===== src/tbsg_pkg.sv =====
// ----------------------------------------------------------------------------
// tbsg_pkg
// Shared types and constants for the three-band spectral gain block.
// ----------------------------------------------------------------------------
package tbsg_pkg;

  // Number of bins the transform delivers; caps the active window.
  localparam int BIN_COUNT = 4096;

  localparam int BIN_W  = 12;
  localparam int FREQ_W = 20;
  localparam int MAG_W  = 24;
  localparam int GAIN_W = 16;
  localparam int RESP_W = 17;   // Q1.16, 65536 = 1.0

  localparam logic [BIN_W-1:0] BIN_LAST = BIN_W'(BIN_COUNT - 1);

  // Configuration port
  localparam int CFG_ADDR_W = 3;
  localparam int CFG_DATA_W = 16;
  localparam logic [CFG_ADDR_W-1:0] CFG_LOW_GAIN  = 3'd0;
  localparam logic [CFG_ADDR_W-1:0] CFG_MID_GAIN  = 3'd1;
  localparam logic [CFG_ADDR_W-1:0] CFG_HIGH_GAIN = 3'd2;
  localparam logic [CFG_ADDR_W-1:0] CFG_FIRST_BIN = 3'd3;
  localparam logic [CFG_ADDR_W-1:0] CFG_LAST_BIN  = 3'd4;

  // Pipeline depth (register stages, last one is the output register)
  localparam int STAGES = 6;

  typedef struct packed {
    logic [BIN_W-1:0]  bin_index;
    logic [FREQ_W-1:0] bin_frequency;
    logic [MAG_W-1:0]  magnitude_in;
  } in_beat_t;

  typedef struct packed {
    logic [BIN_W-1:0] bin_number;
    logic [MAG_W-1:0] magnitude_out;
    logic             saturated;
  } out_beat_t;

  // Per-stage load enables from the pipeline control
  typedef struct packed {
    logic [STAGES-1:0] load;
  } pipe_ctl_t;

endpackage


===== src/tbsg_pipe_ctl.sv =====
// ----------------------------------------------------------------------------
// tbsg_pipe_ctl
// Valid chain and per-stage load enables; bubbles collapse under stall.
// ----------------------------------------------------------------------------
module tbsg_pipe_ctl (
  input  logic                clk,
  input  logic                rst_n,
  input  logic                in_valid,
  output logic                in_ready,
  output logic                out_valid,
  input  logic                out_ready,
  output tbsg_pkg::pipe_ctl_t ctl
);
  import tbsg_pkg::*;

  logic [STAGES-1:0] v_r;
  logic [STAGES-1:0] v_nxt;
  logic [STAGES-1:0] load;

  // A stage loads when it is empty or its contents move on.
  always_comb begin
    load[STAGES-1] = !v_r[STAGES-1] || out_ready;
    for (int k = STAGES - 2; k >= 0; k--) begin
      load[k] = !v_r[k] || load[k+1];
    end
    v_nxt[0] = load[0] ? in_valid : v_r[0];
    for (int k = 1; k < STAGES; k++) begin
      v_nxt[k] = load[k] ? v_r[k-1] : v_r[k];
    end
  end

  always_ff @(posedge clk) begin
    if (!rst_n) begin
      v_r <= '0;
    end else begin
      v_r <= v_nxt;
    end
  end

  assign ctl.load  = load;
  assign in_ready  = load[0];
  assign out_valid = v_r[STAGES-1];

  // Beats in flight change only by what enters and leaves.
  a_beat_count: assert property (@(posedge clk) disable iff (!rst_n)
    1'b1 |=> $countones(v_r) == $past($countones(v_r))
             + int'($past(in_valid && in_ready))
             - int'($past(out_valid && out_ready)))
    else $error("beat count mismatch in pipeline");

  // Input back-pressure only when every stage holds a beat.
  a_full_only: assert property (@(posedge clk) disable iff (!rst_n)
    !in_ready |-> (&v_r))
    else $error("input stalled with a bubble in the pipeline");

  // A held stage keeps its beat.
  a_hold: assert property (@(posedge clk) disable iff (!rst_n)
    (v_r[0] && !load[1]) |=> v_r[0])
    else $error("stalled beat dropped");

  a_reset_empty: assert property (@(posedge clk)
    !rst_n |=> (v_r == '0))
    else $error("pipeline not empty after reset");

endmodule


===== src/three_band_spectral_gain.sv =====
// ----------------------------------------------------------------------------
// three_band_spectral_gain
// Per-bin spectral weighting by three overlapping low/mid/high band gains.
// ----------------------------------------------------------------------------
// Streaming bin weigher: returns one beat per beat, in order, through six
// register stages, the last being the output register. Sustained rate is one
// bin per clock; a stall on the output fills any bubbles before the input is
// held off. The band responses come from the bin frequency (Q16.4 Hz): low
// is 1.0 below 200 Hz falling to 0 at 250 Hz, high rises from 0 at 1900 Hz
// to 1.0 at 2000 Hz, mid is the rest. Gains are unsigned Q4.12; the user
// must write them through the cfg_ port only while the block is idle, not
// enforced by the block. Bins outside first_bin..last_bin pass unchanged
// with saturated low; an empty window (first_bin > last_bin) weighs nothing.
// ----------------------------------------------------------------------------
module three_band_spectral_gain (
  input  logic                                clk,
  input  logic                                rst_n,
  // input bins
  input  logic                                in_valid,
  output logic                                in_ready,
  input  tbsg_pkg::in_beat_t                  in_beat,
  // weighted bins
  output logic                                out_valid,
  input  logic                                out_ready,
  output tbsg_pkg::out_beat_t                 out_beat,
  // configuration
  input  logic                                cfg_we,
  input  logic [tbsg_pkg::CFG_ADDR_W-1:0]     cfg_addr,
  input  logic [tbsg_pkg::CFG_DATA_W-1:0]     cfg_data
);
  import tbsg_pkg::*;

  // Ramp knees and spans in raw Q16.4 units
  localparam logic [FREQ_W-1:0] F_LOW_KNEE  = 20'd3200;   // 200 Hz
  localparam logic [FREQ_W-1:0] F_LOW_END   = 20'd4000;   // 250 Hz
  localparam logic [FREQ_W-1:0] F_HIGH_KNEE = 20'd30400;  // 1900 Hz
  localparam logic [FREQ_W-1:0] F_HIGH_END  = 20'd32000;  // 2000 Hz
  localparam int LOW_D_W  = 10;   // offset below 800
  localparam int HIGH_D_W = 11;   // offset below 1600
  // ceil(2^26/25): floor(x/25) == (x*RECIP_25) >> 26, exact for x < 2^21.
  // low ramp  = d*2048/25 -> (d*RECIP_25) >> 15
  // high ramp = d*1024/25 -> (d*RECIP_25) >> 16
  localparam logic [21:0] RECIP_25 = 22'd2684355;
  localparam logic [RESP_W-1:0] ONE_Q16 = 17'd65536;
  localparam int PROD_W = MAG_W + 32;
  localparam logic [MAG_W-1:0] MAG_MAX = '1;

  typedef struct packed {
    logic [BIN_W-1:0] idx;
    logic [MAG_W-1:0] mag;
    logic             win;
  } side_t;

  // --------------------------------------------------------------------------
  // Configuration registers
  // --------------------------------------------------------------------------
  logic [GAIN_W-1:0] low_gain_r, mid_gain_r, high_gain_r;
  logic [BIN_W-1:0]  first_bin_r, last_bin_r;

  always_ff @(posedge clk) begin
    if (!rst_n) begin
      low_gain_r  <= 16'd4096;
      mid_gain_r  <= 16'd4096;
      high_gain_r <= 16'd4096;
      first_bin_r <= '0;
      last_bin_r  <= '1;
    end else if (cfg_we) begin
      case (cfg_addr)
        CFG_LOW_GAIN:  low_gain_r  <= cfg_data;
        CFG_MID_GAIN:  mid_gain_r  <= cfg_data;
        CFG_HIGH_GAIN: high_gain_r <= cfg_data;
        CFG_FIRST_BIN: first_bin_r <= cfg_data[BIN_W-1:0];
        CFG_LAST_BIN:  last_bin_r  <= cfg_data[BIN_W-1:0];
        default: ;     // unknown index: ignored
      endcase
    end
  end

  // --------------------------------------------------------------------------
  // Handshake / stage enables
  // --------------------------------------------------------------------------
  pipe_ctl_t ctl;

  tbsg_pipe_ctl u_ctl (
    .clk       (clk),
    .rst_n     (rst_n),
    .in_valid  (in_valid),
    .in_ready  (in_ready),
    .out_valid (out_valid),
    .out_ready (out_ready),
    .ctl       (ctl)
  );

  // Side data (index, raw magnitude, window flag) rides along stages 0..4
  side_t side_r [STAGES-1];
  side_t side_nxt;

  // --------------------------------------------------------------------------
  // Stage 0: window test, ramp offsets, reciprocal multiply
  // --------------------------------------------------------------------------
  logic [BIN_W-1:0]  top_bin;
  logic [FREQ_W-1:0] d_low, d_high;
  logic              low_zero_r, low_full_r, high_zero_r, high_full_r;
  logic [31:0]       ql_r, ql_nxt;
  logic [32:0]       qh_r, qh_nxt;

  always_comb begin
    // effective last bin never beyond the transform size
    top_bin = (32'(last_bin_r) > BIN_COUNT - 1) ? BIN_LAST : last_bin_r;
    side_nxt.idx = in_beat.bin_index;
    side_nxt.mag = in_beat.magnitude_in;
    side_nxt.win = (in_beat.bin_index >= first_bin_r) && (in_beat.bin_index <= top_bin);
    d_low  = in_beat.bin_frequency - F_LOW_KNEE;
    d_high = in_beat.bin_frequency - F_HIGH_KNEE;
    ql_nxt = 32'(d_low[LOW_D_W-1:0]) * 32'(RECIP_25);
    qh_nxt = 33'(d_high[HIGH_D_W-1:0]) * 33'(RECIP_25);
  end

  always_ff @(posedge clk) begin
    if (ctl.load[0]) begin
      side_r[0]   <= side_nxt;
      low_zero_r  <= in_beat.bin_frequency <= F_LOW_KNEE;
      low_full_r  <= in_beat.bin_frequency >= F_LOW_END;
      high_zero_r <= in_beat.bin_frequency <= F_HIGH_KNEE;
      high_full_r <= in_beat.bin_frequency >= F_HIGH_END;
      ql_r        <= ql_nxt;
      qh_r        <= qh_nxt;
    end
  end

  // --------------------------------------------------------------------------
  // Stage 1: clamp ramps, form low / mid / high responses (Q1.16)
  // --------------------------------------------------------------------------
  logic [RESP_W-1:0] ramp_l, ramp_h;
  logic [RESP_W-1:0] low_r, mid_r, high_r;

  always_comb begin
    if (low_zero_r) begin
      ramp_l = '0;
    end else if (low_full_r) begin
      ramp_l = ONE_Q16;
    end else begin
      ramp_l = ql_r[31:15];
    end
    if (high_zero_r) begin
      ramp_h = '0;
    end else if (high_full_r) begin
      ramp_h = ONE_Q16;
    end else begin
      ramp_h = qh_r[32:16];
    end
  end

  always_ff @(posedge clk) begin
    if (ctl.load[1]) begin
      side_r[1] <= side_r[0];
      low_r     <= ONE_Q16 - ramp_l;
      high_r    <= ramp_h;
      // 1 - low - high == ramp_l - ramp_h, floored at zero
      mid_r     <= (ramp_l > ramp_h) ? ramp_l - ramp_h : '0;
    end
  end

  // --------------------------------------------------------------------------
  // Stage 2: band response times band gain
  // --------------------------------------------------------------------------
  logic [32:0] wl_r, wm_r, wh_r;

  always_ff @(posedge clk) begin
    if (ctl.load[2]) begin
      side_r[2] <= side_r[1];
      wl_r      <= 33'(low_r)  * 33'(low_gain_r);
      wm_r      <= 33'(mid_r)  * 33'(mid_gain_r);
      wh_r      <= 33'(high_r) * 33'(high_gain_r);
    end
  end

  // --------------------------------------------------------------------------
  // Stage 3: combined gain, Q5.28. The three responses sum to exactly 1.0,
  // so the total stays below 2^32.
  // --------------------------------------------------------------------------
  logic [33:0] gain_sum;
  logic [31:0] gain_r;

  assign gain_sum = 34'(wl_r) + 34'(wm_r) + 34'(wh_r);

  always_ff @(posedge clk) begin
    if (ctl.load[3]) begin
      side_r[3] <= side_r[2];
      gain_r    <= gain_sum[31:0];
    end
  end

  // --------------------------------------------------------------------------
  // Stage 4: magnitude times gain
  // --------------------------------------------------------------------------
  logic [PROD_W-1:0] prod_r;

  always_ff @(posedge clk) begin
    if (ctl.load[4]) begin
      side_r[4] <= side_r[3];
      prod_r    <= PROD_W'(side_r[3].mag) * PROD_W'(gain_r);
    end
  end

  // --------------------------------------------------------------------------
  // Stage 5: truncate by 2^28, saturate, bypass outside the window
  // --------------------------------------------------------------------------
  logic      clip;
  out_beat_t out_nxt;
  out_beat_t out_r;

  always_comb begin
    clip = side_r[4].win && (prod_r[PROD_W-1:28+MAG_W] != '0);
    out_nxt.bin_number = side_r[4].idx;
    out_nxt.saturated  = clip;
    if (!side_r[4].win) begin
      out_nxt.magnitude_out = side_r[4].mag;
    end else if (clip) begin
      out_nxt.magnitude_out = MAG_MAX;
    end else begin
      out_nxt.magnitude_out = prod_r[28+MAG_W-1:28];
    end
  end

  always_ff @(posedge clk) begin
    if (ctl.load[STAGES-1]) begin
      out_r <= out_nxt;
    end
  end

  assign out_beat = out_r;

endmodule

===== config.mk =====
export PLATFORM = sky130hd
export DESIGN_NAME = three_band_spectral_gain
export DESIGN_NICKNAME = d
export VERILOG_FILES = /design/src/tbsg_pkg.sv /design/src/tbsg_pipe_ctl.sv /design/src/three_band_spectral_gain.sv
export SDC_FILE = /design/constraint.sdc
export NUM_CORES = 2
export LEC_CHECK = 0
export ABC_CLOCK_PERIOD_IN_PS = 11250
export BUFFER_PORTS_ARGS = -buffer_cell sky130_fd_sc_hd__buf_2
export CAP_MARGIN = 20
export CORE_ASPECT_RATIO = 0.7
export CORE_MARGIN = 2
export CORE_UTILIZATION = 63
export CTS_CLUSTER_DIAMETER = 200
export DETAILED_ROUTE_END_ITERATION = 12
export PLACE_DENSITY = 0.81
export SLEW_MARGIN = 20
export SYNTH_ARGS = -nofsm -noshare
export SYNTH_HDL_FRONTEND = slang
export SYNTH_SLANG_ARGS = --single-unit

===== constraint.sdc =====
create_clock -name clk -period 11.25 [get_ports clk]
set_clock_uncertainty 0.1 [all_clocks]
set_input_delay 2.8125 -clock clk [delete_from_list [all_inputs] [get_ports clk]]
set_output_delay 2.8125 -clock clk [all_outputs]
set_load 0.01 [all_outputs]

==> summary.md <==
| Metric | Value |
|---|---|
| P_leak | `0.04030 uW` |
| Initial Utilization | `0.6364` |
| Ys async rst share | `0` |
| RSZ-0062 raised after global routing | `false` |
| Clock buffer count from CTS | `55` |
| Met3 routed WL | `22540 um` |
| Final worst path period share | `0.7613` |
| Hold path startpoint | `side_r[0][41]` |
| Global-route wire length before repair | `318300 um` |
| # clock sinks | `545` |
| Layout net count | `9979` |
| Synth Flop Type | `edfxtp_1` |
| Max FO, Critical Path | `12` |
| FF+latch area | `15580 sq um` |
| Reg2Reg Depth | `26` |
| Final setup violation count | `0` |
| Port Buffers | `118` |
| Layout area overhead | `5.155%` |
| # Max-Cap Violations | `0` |
| Hold Vio Cnt, Final | `0` |
| WHS Endpoint | `side_r[0][78]` |
| Remaining antenna violation count after routing | `0` |
| Via density | `5.737` |
| FF-to-FF Start | `gain_r[24]` |
| Pwr Density | `163.0 nW/um^2` |
| Commonest non-fill, non-tap cell in the layout | `inv_1` |
| Syn_area_per_cell | `10.01 sq um` |
| Htree depth | `2` |
| # fillers | `9023` |
| Detailed placement HPWL | `149400 um` |
| CP Launch Point | `in_beat[32]` |
| Critical path's largest stage delay | `0.60 ns` |
| Worst path arrival time | `8.89 ns` |
| Hold path depth | `0` |
| Routed WL per cell | `20.83 um` |
| Die Ht | `297.7 um` |
| Largest net degree at the start of global routing | `79` |
| Synthesized net count | `10020` |
| Register area share after synthesis | `0.2008` |
| FP Rows | `107` |
| Fmax achieved | `116.8 MHz` |
| Worst Hold Slack | `0.2961 ns` |
| Total power | `13300 uW` |
| Synth top area cells | `fa_1 (37%), edfxtp_1 (18%), ha_1 (12%)` |
| Uppermost routed layer | `met5` |
| Die area | `126100 sq um` |
| CTS Root Cell | `clkbuf_16` |
| Total global routing overflow | `0` |
| WL met2 | `87580 um` |
| Skew-Pair Late Insertion Delay | `0.70 ns` |
| CP Launch Type | `input pin` |
| Synth area leader | `fa_1` |
| YS warnings | `0` |
| CTS tree | `done` |
| CORE AREA | `122000 sq um` |
| # IOs | `119` |
| Clk pin slew, worst setup/hold paths | `0.07 ns` |
| Post-cts sizing count | `0` |
| Vias in the first global route | `58670` |
| Distinct cells, synth | `73` |
| Crit-path slowest cell | `fa_1` |
| Final worst path period need | `8.565 ns` |
| CTS Buffer Depth | `3` |
| Peak supply drop | `0.0003627 V` |
| DRC Markers | `0` |
| Initial antenna violation count | `5` |
| Rel. slew slack | `0.2533` |
| DR iter-0 viols | `4752` |
| Die X | `423.5 um` |
| HP Class | `reg2reg` |
| Routed WL | `195700 um` |
| Hold_buf cts | `0` |
| Share of cells above drive strength 1 | `0.04149` |
| M1 WL | `76770 um` |
| CP required | `11.58 ns` |
| Worst R2R End | `prod_r[48]` |
| Mapped Cells | `7756` |
| Mapped Area | `77610 sq um` |
| Multi-input gate area | `54570 sq um` |
| CP endpoint kind | `flip-flop` |
| Via count | `53920` |
| Flops & latches, synth | `545` |
| Most frequent cells in the layout | `inv_1 (1693), fa_1 (1423), nand2_1 (1161), ha_1 (762), and2_1 (670)` |
| Status | `complete, no violations` |
| # Post-CTS Setup Buffers | `0` |
| 1st-pass router iterations | `9` |
| Area fraction of the dominant cell type after synthesis | `0.3670` |
| R2R Setup Slk | `2.83 ns` |
| Fin Setup TNS | `0 ns` |
| Total Routing Usage GR | `0.3239` |
| Least-Margin Pin Slew | `1.120 ns` |
| Routability congestion estimate | `0.9500` |
| EDFF count, synth | `467` |
| Final slew viol count | `0` |
| Critical path type | `in2reg` |
[metal layers]
layer | vias to the layer above | GRT usage
li1 | 23570 | -
met1 | 26930 | 0.4484
met2 | 2866 | 0.5003
met3 | 549 | 0.07611
met4 | 8 | 0.1236
met5 | - | 0
[where the power goes]
part	internal (uW)	total [uW]	switching (uW)	leakage [uW]
Clock	1030	1900	870	0.000892
Combinational	3460	8470	5010	0.0335
Sequential	2760	2930	177	0.00586
Total	7240	13300	6060	0.0403
[area by class of cell]
| cell class | count | share of cell area |
|---|---|---|
| well taps | 1635 | 0.02507 |
| repair buffers | 199 | 0.01469 |
| clock buffers | 77 | 0.01849 |
| inverters | 1695 | 0.07799 |
| diodes | 3 | 0.00009198 |
| clock inverters | 27 | 0.004078 |
| multi-input cells | 5218 | 0.6686 |
| flip-flops and latches | 545 | 0.1910 |
[synthesized netlist by cell type (37+ instances only)]
master	number
clkbuf_1	294
fa_1	1423
nand2_1	1163
a21boi_0	62
o21a_1	39
xnor2_1	136
nand3_1	49
ha_1	762
o21ai_0	58
nor3_1	37
dfxtp_1	78
nor2b_1	42
a21oi_1	161
edfxtp_1	467
and2_1	670
nor2_1	131
inv_1	1695
a21o_1	97
xor2_1	66
[worst max-delay path by stage]
stage / cells past startpoint / slack [ns] / endpoint
floorplan: 25 / 2.44 / qh_r[32]
global placement: 24 / 2.09 / qh_r[32]
detailed placement: 25 / 2.04 / qh_r[32]
CTS: 23 / 2.71 / qh_r[27]
global route: 25 / 2.27 / qh_r[32]
finish: 25 / 2.68 / qh_r[32]
[stage by stage]
step / cell area (sq um) / setup WS, ns / util / std cells
floorplan: 77610 / 2.442 / - / 7756
global placement: 79760 / 2.094 / 0.6540 / 9292
detailed placement: 79760 / 2.037 / 0.6540 / 9292
CTS: 81600 / 2.707 / 0.6691 / 9396
global route: 81610 / 2.274 / 0.6691 / 9396
finish: 81620 / 2.685 / 0.6692 / 9399
[logic make-up (layout without fill, tap and decap cells)]
logic type	after synthesis	after routing	synth area share
compound gates	624	624	0.05436
xor+xnor	202	202	0.02279
fa+ha+maj	2185	2185	0.4899
buf+inv	1993	1998	0.09643
flops	545	545	0.2008
mux	3	3	0.0003869
other cells	0	3	0
simple gates	2204	2204	0.1353
[flip-flops by register name, summed over array words and instances, names as in the netlist, 28 cells and up]
name / cells
gain_r: 32
out_beat: 37
prod_r: 28
side_r: 185
wh_r: 32
wl_r: 32
wm_r: 32
[worst max-delay path: cells and delay by family]
family          cells  cell delay [ns]
fa+ha+maj           7             3.04
compound gates     11             1.87
buf+inv             5             0.76
xor+xnor            2             0.39
(Power assumes the default switching activity.)
